[config.mk]
export PLATFORM = sky130hd
export DESIGN_NAME = round_robin_prb_allocator_flat
export DESIGN_NICKNAME = d
export VERILOG_FILES = /design/src/rtl/rrpa_pkg.sv /design/src/rtl/rrpa_if.sv /design/src/rtl/rrpa_divider.sv /design/src/rtl/rrpa_datapath.sv /design/src/rtl/rrpa_controller.sv /design/src/rtl/round_robin_prb_allocator.sv /design/src/flat_wrapper.sv
export SDC_FILE = /design/constraint.sdc
export NUM_CORES = 1
export LEC_CHECK = 0
export ABC_AREA = 1
export BUFFER_PORTS_ARGS = -buffer_cell sky130_fd_sc_hd__buf_2
export CELL_PAD_IN_SITES_DETAIL_PLACEMENT = 1
export CELL_PAD_IN_SITES_GLOBAL_PLACEMENT = 2
export CORE_ASPECT_RATIO = 0.75
export CORE_MARGIN = 2
export CORE_UTILIZATION = 30
export DETAILED_ROUTE_END_ITERATION = 10
export PLACE_DENSITY_LB_ADDON = 0.1
export SLEW_MARGIN = 0
export SYNTH_ARGS = -nofsm -noshare
export SYNTH_HDL_FRONTEND = slang
export SYNTH_SLANG_ARGS = --single-unit
[constraint.sdc]
create_clock -name clock -period 9.15 [get_ports clock]
set_clock_uncertainty 0.2 [all_clocks]
set_input_delay 0.4575 -clock clock [delete_from_list [all_inputs] [get_ports clock]]
set_output_delay 0.4575 -clock clock [all_outputs]
set_load 0.01 [all_outputs]
[src/rtl/rrpa_pkg.sv]
// ----------------------------------------------------------------------------
// Round-robin PRB allocator package
// Widths, limits, register indexes and the command and status structures
// shared by the allocator's controller and datapath.
// ----------------------------------------------------------------------------
package rrpa_pkg;

   localparam int TICK_WIDTH      = 16;
   localparam int USER_WIDTH      = 7;
   localparam int BLOCK_WIDTH     = 10;
   localparam int SLOT_WIDTH      = 6;
   localparam int START_WIDTH     = 9;
   localparam int LENGTH_WIDTH    = 10;
   localparam int CSR_INDEX_WIDTH = 1;
   localparam int CSR_DATA_WIDTH  = 10;
   localparam int DIV_STEPS       = BLOCK_WIDTH;
   localparam int DIV_COUNT_WIDTH = 4;

   localparam logic [USER_WIDTH-1:0]  MAX_USERS  = 7'd64;
   localparam logic [BLOCK_WIDTH-1:0] MAX_BLOCKS = 10'd512;

   localparam logic [CSR_INDEX_WIDTH-1:0] CSR_USER_COUNT  = 1'b0;
   localparam logic [CSR_INDEX_WIDTH-1:0] CSR_BLOCK_COUNT = 1'b1;

   typedef struct packed {
      logic load_item;
      logic div_start;
      logic div_share;
      logic capture_mod;
      logic capture_share;
      logic emit;
      logic advance_ptr;
   } rrpa_cmd_type;

   typedef struct packed {
      logic users_zero;
      logic div_done;
      logic sched_zero;
      logic last_grant;
      logic out_free;
   } rrpa_status_type;

endpackage

[src/rtl/rrpa_if.sv]
// ----------------------------------------------------------------------------
// Round-robin PRB allocator channels
// Valid/ready channels for interval ticks and for the grants they produce.
// ----------------------------------------------------------------------------
interface rrpa_req_if import rrpa_pkg::*; ();
   logic                  valid;
   logic                  ready;
   logic [TICK_WIDTH-1:0] interval_number;

   modport source (output valid, output interval_number, input ready);
   modport sink   (input valid, input interval_number, output ready);
endinterface

interface rrpa_rsp_if import rrpa_pkg::*; ();
   logic                    valid;
   logic                    ready;
   logic [TICK_WIDTH-1:0]   interval_echo;
   logic [SLOT_WIDTH-1:0]   user_slot;
   logic [START_WIDTH-1:0]  start_block;
   logic [LENGTH_WIDTH-1:0] grant_length;
   logic                    final_grant;

   modport source (output valid, output interval_echo, output user_slot,
                   output start_block, output grant_length, output final_grant,
                   input ready);
   modport sink   (input valid, input interval_echo, input user_slot,
                   input start_block, input grant_length, input final_grant,
                   output ready);
endinterface

[src/rtl/rrpa_divider.sv]
// ----------------------------------------------------------------------------
// Round-robin PRB allocator divider
// Restoring divider producing one quotient bit per cycle.
// ----------------------------------------------------------------------------
module rrpa_divider import rrpa_pkg::*; (
   input  logic                    clock,
   input  logic                    reset,
   input  logic                    start,
   input  logic [BLOCK_WIDTH-1:0]  dividend,
   input  logic [USER_WIDTH-1:0]   divisor,
   output logic                    done,
   output logic [BLOCK_WIDTH-1:0]  quotient,
   output logic [USER_WIDTH-1:0]   remainder
);

   logic [USER_WIDTH-1:0]      rem_ff, rem_in;
   logic [BLOCK_WIDTH-1:0]     quo_ff, quo_in;
   logic [USER_WIDTH-1:0]      divisor_ff;
   logic [DIV_COUNT_WIDTH-1:0] count_ff, count_in;
   logic                       busy_ff, busy_in;
   logic                       done_ff, done_in;
   logic [USER_WIDTH:0]        trial;
   logic [USER_WIDTH:0]        diff;

   assign trial = {rem_ff, quo_ff[BLOCK_WIDTH-1]};
   assign diff  = trial - {1'b0, divisor_ff};

   always_comb begin
      rem_in   = rem_ff;
      quo_in   = quo_ff;
      count_in = count_ff;
      busy_in  = busy_ff;
      done_in  = 1'b0;
      if (start) begin
         rem_in   = '0;
         quo_in   = dividend;
         count_in = '0;
         busy_in  = 1'b1;
      end else if (busy_ff) begin
         if (trial >= {1'b0, divisor_ff}) begin
            rem_in = diff[USER_WIDTH-1:0];
            quo_in = {quo_ff[BLOCK_WIDTH-2:0], 1'b1};
         end else begin
            rem_in = trial[USER_WIDTH-1:0];
            quo_in = {quo_ff[BLOCK_WIDTH-2:0], 1'b0};
         end
         count_in = count_ff + 1'b1;
         if (count_ff == DIV_COUNT_WIDTH'(DIV_STEPS - 1)) begin
            busy_in = 1'b0;
            done_in = 1'b1;
         end
      end
   end

   always_ff @(posedge clock) begin
      if (reset) begin
         busy_ff <= 1'b0;
         done_ff <= 1'b0;
      end else begin
         busy_ff <= busy_in;
         done_ff <= done_in;
      end
   end

   always_ff @(posedge clock) begin
      rem_ff   <= rem_in;
      quo_ff   <= quo_in;
      count_ff <= count_in;
      if (start) begin
         divisor_ff <= divisor;
      end
   end

   assign done      = done_ff;
   assign quotient  = quo_ff;
   assign remainder = rem_ff;

endmodule

[src/rtl/rrpa_datapath.sv]
// ----------------------------------------------------------------------------
// Round-robin PRB allocator datapath
// Configuration registers, rotation pointer, share arithmetic, grant
// counters and the output register of the grant channel.
// ----------------------------------------------------------------------------
module rrpa_datapath import rrpa_pkg::*; (
   input  logic                       clock,
   input  logic                       reset,
   input  logic                       csr_write_enable,
   input  logic [CSR_INDEX_WIDTH-1:0] csr_index,
   input  logic [CSR_DATA_WIDTH-1:0]  csr_write_data,
   input  logic [TICK_WIDTH-1:0]      req_interval_number,
   input  rrpa_cmd_type               cmd,
   output rrpa_status_type            status,
   input  logic                       rsp_ready,
   output logic                       rsp_valid,
   output logic [TICK_WIDTH-1:0]      rsp_interval_echo,
   output logic [SLOT_WIDTH-1:0]      rsp_user_slot,
   output logic [START_WIDTH-1:0]     rsp_start_block,
   output logic [LENGTH_WIDTH-1:0]    rsp_grant_length,
   output logic                       rsp_final_grant
);

   logic [USER_WIDTH-1:0]   user_count_ff;
   logic [BLOCK_WIDTH-1:0]  block_count_ff;
   logic [TICK_WIDTH-1:0]   tick_ff;
   logic [USER_WIDTH-1:0]   users_ff;
   logic [BLOCK_WIDTH-1:0]  blocks_ff;
   logic [SLOT_WIDTH-1:0]   ptr_ff, ptr_in;
   logic [BLOCK_WIDTH-1:0]  share_ff;
   logic [USER_WIDTH-1:0]   extra_ff;
   logic [USER_WIDTH-1:0]   sched_ff;
   logic [SLOT_WIDTH-1:0]   slot_ff, slot_in;
   logic [USER_WIDTH-1:0]   index_ff;
   logic [BLOCK_WIDTH-1:0]  start_ff;
   logic                    rsp_valid_ff, rsp_valid_in;
   logic [TICK_WIDTH-1:0]   rsp_echo_ff;
   logic [SLOT_WIDTH-1:0]   rsp_slot_ff;
   logic [START_WIDTH-1:0]  rsp_start_ff;
   logic [LENGTH_WIDTH-1:0] rsp_length_ff;
   logic                    rsp_final_ff;

   logic [BLOCK_WIDTH-1:0]  div_dividend;
   logic                    div_done;
   logic [BLOCK_WIDTH-1:0]  div_quotient;
   logic [USER_WIDTH-1:0]   div_remainder;
   logic [LENGTH_WIDTH-1:0] grant_len;
   logic                    grant_final;
   logic [USER_WIDTH-1:0]   sched_calc;
   logic [USER_WIDTH-1:0]   index_next;

   assign div_dividend = cmd.div_share ? blocks_ff : {{(BLOCK_WIDTH-SLOT_WIDTH){1'b0}}, ptr_ff};

   rrpa_divider u_divider (
      .clock     (clock),
      .reset     (reset),
      .start     (cmd.div_start),
      .dividend  (div_dividend),
      .divisor   (users_ff),
      .done      (div_done),
      .quotient  (div_quotient),
      .remainder (div_remainder)
   );

   assign sched_calc  = ({{(BLOCK_WIDTH-USER_WIDTH){1'b0}}, users_ff} < blocks_ff)
                        ? users_ff : blocks_ff[USER_WIDTH-1:0];
   assign index_next  = index_ff + 1'b1;
   assign grant_len   = share_ff + {{(LENGTH_WIDTH-1){1'b0}}, (index_ff < extra_ff)};
   assign grant_final = (index_next == sched_ff);

   always_comb begin
      slot_in = slot_ff + 1'b1;
      if ({1'b0, slot_ff} == users_ff - 1'b1) begin
         slot_in = '0;
      end
      ptr_in = ptr_ff + 1'b1;
      if ({1'b0, ptr_ff} == users_ff - 1'b1) begin
         ptr_in = '0;
      end
   end

   always_comb begin
      rsp_valid_in = rsp_valid_ff;
      if (cmd.emit) begin
         rsp_valid_in = 1'b1;
      end else if (rsp_ready) begin
         rsp_valid_in = 1'b0;
      end
   end

   always_ff @(posedge clock) begin
      if (reset) begin
         user_count_ff  <= '0;
         block_count_ff <= '0;
         ptr_ff         <= '0;
         rsp_valid_ff   <= 1'b0;
      end else begin
         if (csr_write_enable) begin
            unique case (csr_index)
               CSR_USER_COUNT:  user_count_ff  <= csr_write_data[USER_WIDTH-1:0];
               CSR_BLOCK_COUNT: block_count_ff <= csr_write_data[BLOCK_WIDTH-1:0];
               default: ;
            endcase
         end
         if (cmd.capture_mod) begin
            ptr_ff <= div_remainder[SLOT_WIDTH-1:0];
         end else if (cmd.advance_ptr) begin
            ptr_ff <= ptr_in;
         end
         rsp_valid_ff <= rsp_valid_in;
      end
   end

   always_ff @(posedge clock) begin
      if (cmd.load_item) begin
         tick_ff   <= req_interval_number;
         users_ff  <= (user_count_ff > MAX_USERS) ? MAX_USERS : user_count_ff;
         blocks_ff <= (block_count_ff > MAX_BLOCKS) ? MAX_BLOCKS : block_count_ff;
      end
      if (cmd.capture_share) begin
         share_ff <= div_quotient;
         extra_ff <= div_remainder;
         sched_ff <= sched_calc;
         slot_ff  <= ptr_ff;
         index_ff <= '0;
         start_ff <= '0;
      end else if (cmd.emit) begin
         slot_ff  <= slot_in;
         index_ff <= index_next;
         start_ff <= start_ff + grant_len;
      end
      if (cmd.emit) begin
         rsp_echo_ff   <= tick_ff;
         rsp_slot_ff   <= slot_ff;
         rsp_start_ff  <= start_ff[START_WIDTH-1:0];
         rsp_length_ff <= grant_len;
         rsp_final_ff  <= grant_final;
      end
   end

   assign status.users_zero = (users_ff == '0);
   assign status.div_done   = div_done;
   assign status.sched_zero = (sched_ff == '0);
   assign status.last_grant = grant_final;
   assign status.out_free   = !rsp_valid_ff || rsp_ready;

   assign rsp_valid         = rsp_valid_ff;
   assign rsp_interval_echo = rsp_echo_ff;
   assign rsp_user_slot     = rsp_slot_ff;
   assign rsp_start_block   = rsp_start_ff;
   assign rsp_grant_length  = rsp_length_ff;
   assign rsp_final_grant   = rsp_final_ff;

   a_ptr_reduced: assert property (@(posedge clock) disable iff (reset)
      cmd.capture_mod |=> ({1'b0, ptr_ff} < users_ff))
      else $error("Rotation pointer not below the user count after reduction.");

   a_length_nonzero: assert property (@(posedge clock) disable iff (reset)
      cmd.emit |-> (grant_len != '0))
      else $error("Grant of zero blocks issued.");

   a_within_blocks: assert property (@(posedge clock) disable iff (reset)
      cmd.emit |-> (({1'b0, start_ff} + {1'b0, grant_len}) <= {1'b0, blocks_ff}))
      else $error("Grant extends beyond the available blocks.");

   a_slot_valid: assert property (@(posedge clock) disable iff (reset)
      cmd.emit |-> ({1'b0, slot_ff} < users_ff))
      else $error("Granted user slot outside the active users.");

endmodule

[src/rtl/rrpa_controller.sv]
// ----------------------------------------------------------------------------
// Round-robin PRB allocator controller
// Sequences pointer reduction, share division and grant emission.
// ----------------------------------------------------------------------------
module rrpa_controller import rrpa_pkg::*; (
   input  logic            clock,
   input  logic            reset,
   input  logic            req_valid,
   output logic            req_ready,
   input  rrpa_status_type status,
   output rrpa_cmd_type    cmd
);

   localparam logic [2:0] ST_IDLE       = 3'd0;
   localparam logic [2:0] ST_CHECK      = 3'd1;
   localparam logic [2:0] ST_MOD_WAIT   = 3'd2;
   localparam logic [2:0] ST_SHARE_WAIT = 3'd3;
   localparam logic [2:0] ST_EMIT       = 3'd4;

   logic [2:0] state_ff, state_in;

   assign req_ready = (state_ff == ST_IDLE);

   always_comb begin
      state_in = state_ff;
      cmd      = '0;
      unique case (state_ff)
         ST_IDLE: begin
            if (req_valid) begin
               cmd.load_item = 1'b1;
               state_in      = ST_CHECK;
            end
         end
         ST_CHECK: begin
            if (status.users_zero) begin
               state_in = ST_IDLE;
            end else begin
               cmd.div_start = 1'b1;
               state_in      = ST_MOD_WAIT;
            end
         end
         ST_MOD_WAIT: begin
            if (status.div_done) begin
               cmd.capture_mod = 1'b1;
               cmd.div_start   = 1'b1;
               cmd.div_share   = 1'b1;
               state_in        = ST_SHARE_WAIT;
            end
         end
         ST_SHARE_WAIT: begin
            if (status.div_done) begin
               cmd.capture_share = 1'b1;
               state_in          = ST_EMIT;
            end
         end
         ST_EMIT: begin
            if (status.sched_zero) begin
               cmd.advance_ptr = 1'b1;
               state_in        = ST_IDLE;
            end else if (status.out_free) begin
               cmd.emit = 1'b1;
               if (status.last_grant) begin
                  cmd.advance_ptr = 1'b1;
                  state_in        = ST_IDLE;
               end
            end
         end
         default: begin
            state_in = ST_IDLE;
         end
      endcase
   end

   always_ff @(posedge clock) begin
      if (reset) begin
         state_ff <= ST_IDLE;
      end else begin
         state_ff <= state_in;
      end
   end

endmodule

[src/rtl/round_robin_prb_allocator.sv]
// ----------------------------------------------------------------------------
// Round-robin PRB allocator
// Splits the resource blocks of each scheduling interval among the active
// users in rotation order and issues one grant transaction per user.
// ----------------------------------------------------------------------------
// Each interval tick is taken as one transaction when the allocator is idle.
// The user count and block count are saturated to 64 and 512 when the tick
// is taken. A tick goes through setup, then through the shared bit-serial
// divider to reduce the rotation pointer, then through it again to form
// the share and remainder, and then issues one grant per cycle while the
// sink accepts them, min(users, blocks) grants in all. A tick with users
// but no blocks produces nothing. A tick with no users produces nothing
// and returns to idle.
// Grants leave through a registered output, so the last grant of one
// interval may wait for the sink while the next tick is already taken.
// ----------------------------------------------------------------------------
module round_robin_prb_allocator import rrpa_pkg::*; (
   input  logic                       clock,
   input  logic                       reset,
   rrpa_req_if.sink                   req_if,
   rrpa_rsp_if.source                 rsp_if,
   input  logic                       csr_write_enable,
   input  logic [CSR_INDEX_WIDTH-1:0] csr_index,
   input  logic [CSR_DATA_WIDTH-1:0]  csr_write_data
);

   rrpa_cmd_type    cmd;
   rrpa_status_type status;

   rrpa_controller u_controller (
      .clock     (clock),
      .reset     (reset),
      .req_valid (req_if.valid),
      .req_ready (req_if.ready),
      .status    (status),
      .cmd       (cmd)
   );

   rrpa_datapath u_datapath (
      .clock               (clock),
      .reset               (reset),
      .csr_write_enable    (csr_write_enable),
      .csr_index           (csr_index),
      .csr_write_data      (csr_write_data),
      .req_interval_number (req_if.interval_number),
      .cmd                 (cmd),
      .status              (status),
      .rsp_ready           (rsp_if.ready),
      .rsp_valid           (rsp_if.valid),
      .rsp_interval_echo   (rsp_if.interval_echo),
      .rsp_user_slot       (rsp_if.user_slot),
      .rsp_start_block     (rsp_if.start_block),
      .rsp_grant_length    (rsp_if.grant_length),
      .rsp_final_grant     (rsp_if.final_grant)
   );

endmodule
[src/flat_wrapper.sv]
// flat-port wrapper written by rule: the top's interface ports become plain ports
module round_robin_prb_allocator_flat import rrpa_pkg::*;
  (clock, reset, csr_write_enable, csr_index, csr_write_data, req_if_valid, req_if_interval_number, req_if_ready, rsp_if_valid, rsp_if_interval_echo, rsp_if_user_slot, rsp_if_start_block, rsp_if_grant_length, rsp_if_final_grant, rsp_if_ready);
  rrpa_req_if req_if_i ();
  rrpa_rsp_if rsp_if_i ();
  input  logic clock;
  input  logic reset;
  input  logic csr_write_enable;
  input  logic [CSR_INDEX_WIDTH-1:0] csr_index;
  input  logic [CSR_DATA_WIDTH-1:0] csr_write_data;
  input wire logic [$bits(req_if_i.valid)-1:0] req_if_valid;
  input wire logic [$bits(req_if_i.interval_number)-1:0] req_if_interval_number;
  output wire logic [$bits(req_if_i.ready)-1:0] req_if_ready;
  output wire logic [$bits(rsp_if_i.valid)-1:0] rsp_if_valid;
  output wire logic [$bits(rsp_if_i.interval_echo)-1:0] rsp_if_interval_echo;
  output wire logic [$bits(rsp_if_i.user_slot)-1:0] rsp_if_user_slot;
  output wire logic [$bits(rsp_if_i.start_block)-1:0] rsp_if_start_block;
  output wire logic [$bits(rsp_if_i.grant_length)-1:0] rsp_if_grant_length;
  output wire logic [$bits(rsp_if_i.final_grant)-1:0] rsp_if_final_grant;
  input wire logic [$bits(rsp_if_i.ready)-1:0] rsp_if_ready;
  assign req_if_i.valid = req_if_valid;
  assign req_if_i.interval_number = req_if_interval_number;
  assign req_if_ready = req_if_i.ready;
  assign rsp_if_valid = rsp_if_i.valid;
  assign rsp_if_interval_echo = rsp_if_i.interval_echo;
  assign rsp_if_user_slot = rsp_if_i.user_slot;
  assign rsp_if_start_block = rsp_if_i.start_block;
  assign rsp_if_grant_length = rsp_if_i.grant_length;
  assign rsp_if_final_grant = rsp_if_i.final_grant;
  assign rsp_if_i.ready = rsp_if_ready;
  round_robin_prb_allocator u_core (.clock(clock), .reset(reset), .req_if(req_if_i), .rsp_if(rsp_if_i), .csr_write_enable(csr_write_enable), .csr_index(csr_index), .csr_write_data(csr_write_data));
endmodule
; ---- Yosys cells after proc, flatten, opt, wreduce, memory -nomap -nowiden
; Cells that the tools add are included.
[word_totals]
ff_bits = 179
inputBits = 32
output_inout_bits = 44
elab_cells = 105
[op_classes]
add_sub_neg = 8
n_lt_le_gt_ge = 5
n_eq_ne = 13
mux = 39
bitwise = 2
reduce_logical = 13
[op_table]
columns = op, n
row1 = $mux W6, 6
row2 = $mux W10, 3
row3 = $mux W3, 7
row4 = $mux W1, 15
row5 = $pmux W3 S5, 1
row6 = $eq A6 B7 Y1, 2
row7 = $logic_not A7 Y1, 2
row8 = $mux W7, 2
row9 = $add A6 B1 Y6 const B, 2
row10 = $add A10 B1 Y10, 1
row11 = $add A10 B10 Y10, 1
row12 = $gt A10 B10 Y1 const B, 1
row13 = $lt A7 B10 Y1, 1
row14 = $ge A8 B7 Y1, 1
row15 = $mux W2, 4
row16 = $reduce_bool A2 Y1, 4
row17 = $add A7 B1 Y7 const B, 1
row18 = $eq A7 B7 Y1, 1
row19 = $gt A7 B7 Y1 const B, 1
row20 = $lt A7 B7 Y1, 1
row21 = $sub A7 B1 Y7 const B, 1
row22 = $sub A7 B7 Y7, 1
row23 = $eq A3 B2 Y1 const B, 2
row24 = $ne A2 B2 Y1 const B, 3
row25 = other kinds (14), 16

; ---- Logic depth before layout (Yosys ltp)
[depth]
word_depth = 8
ltp_mapped = 27
depth_no_buf = 27

; ---- Hierarchy
; A second synthesis with hierarchy kept.
[hier_totals]
hier_cells = 851
hier_area_um2 = 8338.0
[by_module_without_submodules]
columns = module, instances, cells_per_inst, area_each_um2, seq_area_each_um2
row1 = rrpa_datapath, 1, 618, 6496.2, 3953.8
row2 = rrpa_divider, 1, 193, 1579.0, 770.7
row3 = rrpa_controller, 1, 40, 262.8, 60.1

; ---- Worst setup path before layout
; OpenSTA, ideal clock, no wires.
[synth_timing]
path_kind = reg2reg
start = reg u_core.u_datapath.index_ff[2]
end = reg u_core.u_datapath.start_ff[7]
setup_ns = 0.117
arrival_time_ns = 3.269
t_required_ns = 8.833
setup_slack_ns = 5.565
path_stages_with_launch = 25
n_path_buf = 0
synth_period_minus_slack_ns = 3.585
cell_sequence = dfxtp_1 ha_1 a21oi_1 nand2_1 a21oi_1 nor2_1 o21ai_0 nand2_1 a21oi_1 ha_1 ha_1 nand2_1 nor2_1 xnor2_1 inv_1 ha_1 a21oi_1 a21boi_0 nor2_1 o21ai_0 nand2_1 nand2_1 nand3_1 o211ai_1 inv_1
[synth_between]
elab_chain_cells = 3
[synth_lines]
columns = element, line
row1 = start: declaration, rrpa_datapath.sv:34  ; logic [USER_WIDTH-1:0] index_ff;
row2 = start signal: assignment, rrpa_datapath.sv:129  ; index_ff <= index_next;
row3 = $lt A7 B7 Y1, rrpa_datapath.sv:68  ; assign grant_len = share_ff + {{(LENGTH_WIDTH-1){1'b0}}, (index_ff < extra_ff)};
row4 = $add A10 B1 Y10, rrpa_datapath.sv:68
row5 = via u_core.u_datapath.grant_len[4], rrpa_datapath.sv:47  ; logic [LENGTH_WIDTH-1:0] grant_len;
row6 = $add A10 B10 Y10, rrpa_datapath.sv:130  ; start_ff <= start_ff + grant_len;
row7 = end signal: assignment, rrpa_datapath.sv:130
row8 = end: declaration, rrpa_datapath.sv:35  ; logic [BLOCK_WIDTH-1:0] start_ff;
; The timed path passes the listed nets, and every way through them passes these cells.
; A chain may end at the register's enable or synchronous reset.

; ---- Final worst setup path
[layout_timing]
start = reg u_core.u_datapath.index_ff[2]
end = reg u_core.u_datapath.start_ff[8]
; The elaborated chain is that of the path after synthesis.

==> results.json <==
{
  "synth_ff_type": "edfxtp_1",
  "fin_crit_sh_pct": 46.1,
  "worstHoldStart": "csr_write_data[6]",
  "initial_utilization_pct": 30.5,
  "worstHoldPathType": "in -> reg",
  "cts-resized-gates": 0,
  "drc": 0,
  "viasPerCell": 4.63,
  "rsz0062_at_grt": "no",
  "vdd_drop_max_uv": 145,
  "rr_startpoint": "u_core.u_datapath.index_ff[2]$_SDFFE_PP0P_",
  "finalWeightedCongestion": 0.808,
  "final_common_cell": "nand2_1",
  "avgSynthCellArea_um2": 9.99,
  "critPathCaptureType": "flip-flop",
  "clkPwrFrac_pct": 36.8,
  "first_iter_violations": 229,
  "drt-pass1-iter-count": 4,
  "numCtsBuffers": 17,
  "cts_buffer_depth": 2,
  "cp-start-kind": "flip-flop",
  "pwr-share-comb_pct": 14.2,
  "core_area_um2": 27000,
  "cp_max_fo": 8,
  "wl_per_cell_um": 16.9,
  "dpl_cell_area_um2": 9020,
  "cpPeakStageDelay_ns": 0.50,
  "drtAntennaViolNets": 0,
  "yosysWarnings": 0,
  "crit_family": "compound AO/OA/AOI/OAI gates",
  "synthTopCellsByArea": "edfxtp_1 44%, dfxtp_1 14%, nand2_1 6.3%, inv_1 5.6%, ha_1 5.6%",
  "gr-total-overflow": 0,
  "async_flop_share_pct": 0,
  "synth_area_um2": 8240,
  "rows": 52,
  "io_pins": 76,
  "fillCellCount": 3029,
  "nets": 992,
  "stdcell_area_um2": 9780,
  "internal_power_w": 0.00143,
  "ys_seq_elements": 178,
  "cp_data_arrival_time_ns": 4.36,
  "hpwl_um": 16400,
  "synth_largest_type_area_fraction_pct": 44.4,
  "layout_common_cells": "138 x nand2_1, 124 x inv_1, 122 x edfxtp_1, 75 x buf_2, 56 x dfxtp_1",
  "syn_to_final_growth_pct": 18.6,
  "dieArea_um2": 28800,
  "die_h_um": 148,
  "drive_gt1_share_pct": 16.5,
  "grt_antenna_before_repair": 0,
  "slew_violations": 0,
  "fp.dieW_um": 195,
  "clk_pin_slew_ns": 0.07,
  "hold_viol_final": 0,
  "syn_nets": 896,
  "p_leak_nw": 4.06,
  "grtUsageTotal_pct": 15.6,
  "crit_chain": "ha_1, a21oi_1, nand2_1, a21oi_1, nor2_1, o21ai_0, nand2_1, a21oi_1, ha_1, ha_1, nand2_1, nor2_1, nand3_1, xor2_1, inv_1, ha_1, inv_1, o311ai_0, nor2_1, nor2_1, nand2_1, nand2_1, nor2_1",
  "cts_tree": "yes",
  "synth_edf_count": 122,
  "clock_latency_ns": 0.44,
  "setup_viol": 0,
  "cpMaxStageDelayCell": "o311ai_0",
  "critPathLaunch": "u_core.u_datapath.index_ff[2]$_SDFFE_PP0P_",
  "grt_pass1_vias": 6232,
  "maxCapViolCount": 0,
  "grt_pass1_wl_um": 34600,
  "finalSetupTns_ns": 0,
  "synth_cells": 825,
  "portBuffers": 75,
  "ctsRootBufferMaster": "clkbuf_16",
  "cts_htree_levels": 4,
  "pwr_density_cell_nw_per_um2": 209,
  "via_count": 5955,
  "multi_input_area_um2": 2920,
  "max_freq_ghz": 0.237,
  "period_minus_slack_ns": 4.22,
  "drt_wl_total_um": 21700,
  "postLayoutSetupSlackWorst_ns": 4.93,
  "n_antenna_cell": 0,
  "yosysUniqueCellTypes": 40,
  "path_class": "reg -> reg",
  "synth_top_cell_by_area": "edfxtp_1",
  "worst_pin_slew_ns": 0.702,
  "cts_sinks": 178,
  "cp_num_buf_inv": 2,
  "seqCellArea_um2": 4780,
  "ys_seq_area_share_pct": 58.0,
  "crit_required_ns": 9.29,
  "p_sw_w": 0.000606,
  "status": "finished clean",
  "pwr-share-seq_pct": 49.0,
  "netSwitchingFraction_pct": 29.7,
  "dp_slack_ns": 4.90,
  "slew_headroom_pct": 53.2,
  "grt_max_degree": 51
}
repair_timing:
action,CTS,global route
hold endpoints to repair,16,0
setup buffers,0,0
hold buffers,16,0
worst register-to-register path: cells and delay by family (launching register included):
kind	cells	cell delay, ns
AOI/OAI and AO/OA	5	1.12
xor gates and xnor gates	1	0.17
adders and majority gates	4	1.03
buffers and inverters	2	0.14
DFF	1	0.48
and+or+nand+nor	11	0.98
power by group through the flow:
stage          Combinational (W)  Clock (W)  Sequential, W
5_1_grt                 0.000335   0.000807        0.00101
6_report                0.000290   0.000750       0.000999
3_5_place_dp            0.000289          0        0.00102
3_3_place_gp            0.000280          0        0.00101
4_1_cts                 0.000297   0.000777        0.00100
2_1_floorplan           0.000209          0       0.000990
kinds of logic (layout without fill, tap and decap cells):
| family | after synthesis | in the layout | synth area share, % |
|---|---|---|---|
| flops | 178 | 178 | 58.0 |
| simple gates | 305 | 305 | 17.2 |
| fa+ha+maj | 39 | 39 | 6.10 |
| xor+xnor | 30 | 30 | 3.19 |
| compound gates | 128 | 128 | 8.80 |
| buf+inv | 145 | 254 | 6.65 |
through the flow:
stage	total power (W)	cells	hold WS, ns	util (%)
final	0.00204	1285	0.0758	36.2
after global routing	0.00215	1285	0.0738	36.2
after CTS	0.00207	1285	0.0522	36.2
after detailed placement	0.00131	1237	0.206	33.4
after global placement	0.00129	1237	0.201	33.4
after floorplan	0.00120	825	0.200	-
synth_stat cells (14+ instances only):
cell type / instances
a21oi_1: 38
clkbuf_1: 14
dfxtp_1: 56
edfxtp_1: 122
ha_1: 37
inv_1: 124
nand2_1: 138
nand2_2: 14
nand3_1: 52
nor2_1: 54
o21ai_0: 47
xor2_1: 19
registers in the layout, summed over array words and instances (netlist names), 3 cells and up:
signal	count
u_core.u_datapath.rsp_interval_echo	16
u_core.u_datapath.tick_ff	16
u_core.u_datapath.block_count_ff	10
u_core.u_datapath.blocks_ff	10
u_core.u_datapath.rsp_grant_length	10
u_core.u_datapath.share_ff	10
u_core.u_datapath.u_divider.quotient	10
u_core.u_datapath.rsp_start_block	9
u_core.u_datapath.start_ff	9
u_core.u_datapath.extra_ff	7
u_core.u_datapath.index_ff	7
u_core.u_datapath.sched_ff	7
u_core.u_datapath.u_divider.divisor_ff	7
u_core.u_datapath.u_divider.remainder	7
u_core.u_datapath.user_count_ff	7
u_core.u_datapath.users_ff	7
u_core.u_datapath.ptr_ff	6
u_core.u_datapath.rsp_user_slot	6
u_core.u_datapath.slot_ff	6
u_core.u_datapath.u_divider.count_ff	4
u_core.u_controller.state_ff	3
cell type report:
type                    instances  area share (%)
clock buffers                  17            4.35
multi-input cells             502            29.8
well taps                     351            4.49
repair buffers                 94            5.71
flip-flops and latches        178            48.9
clock inverters                15            1.79
inverters                     128            4.91
path summary, 6_finish.rpt:
path                                                                    endpoint  slack (ns)  cells after the start
worst max-delay path                  u_core.u_datapath.start_ff[8]$_SDFFE_PP0P_        4.93                     23
worst min-delay path             u_core.u_datapath.user_count_ff[6]$_SDFFE_PP0P_        0.08                      3
worst min register to register  u_core.u_datapath.rsp_interval_echo[2]$_DFFE_PP_        0.22                      0
worst max register to register        u_core.u_datapath.start_ff[8]$_SDFFE_PP0P_        4.93                     23
per-layer routing:
layer  global-route usage [%]  vias to the layer above  wire [um]
li1                         -                     2970          -
met4                     4.05                        0        169
met5                        0                        -          0
met1                     22.9                     2902      11500
met2                     23.4                       72       9320
met3                     3.24                       11        682
No activity file was read; power rests on OpenSTA's default activity.
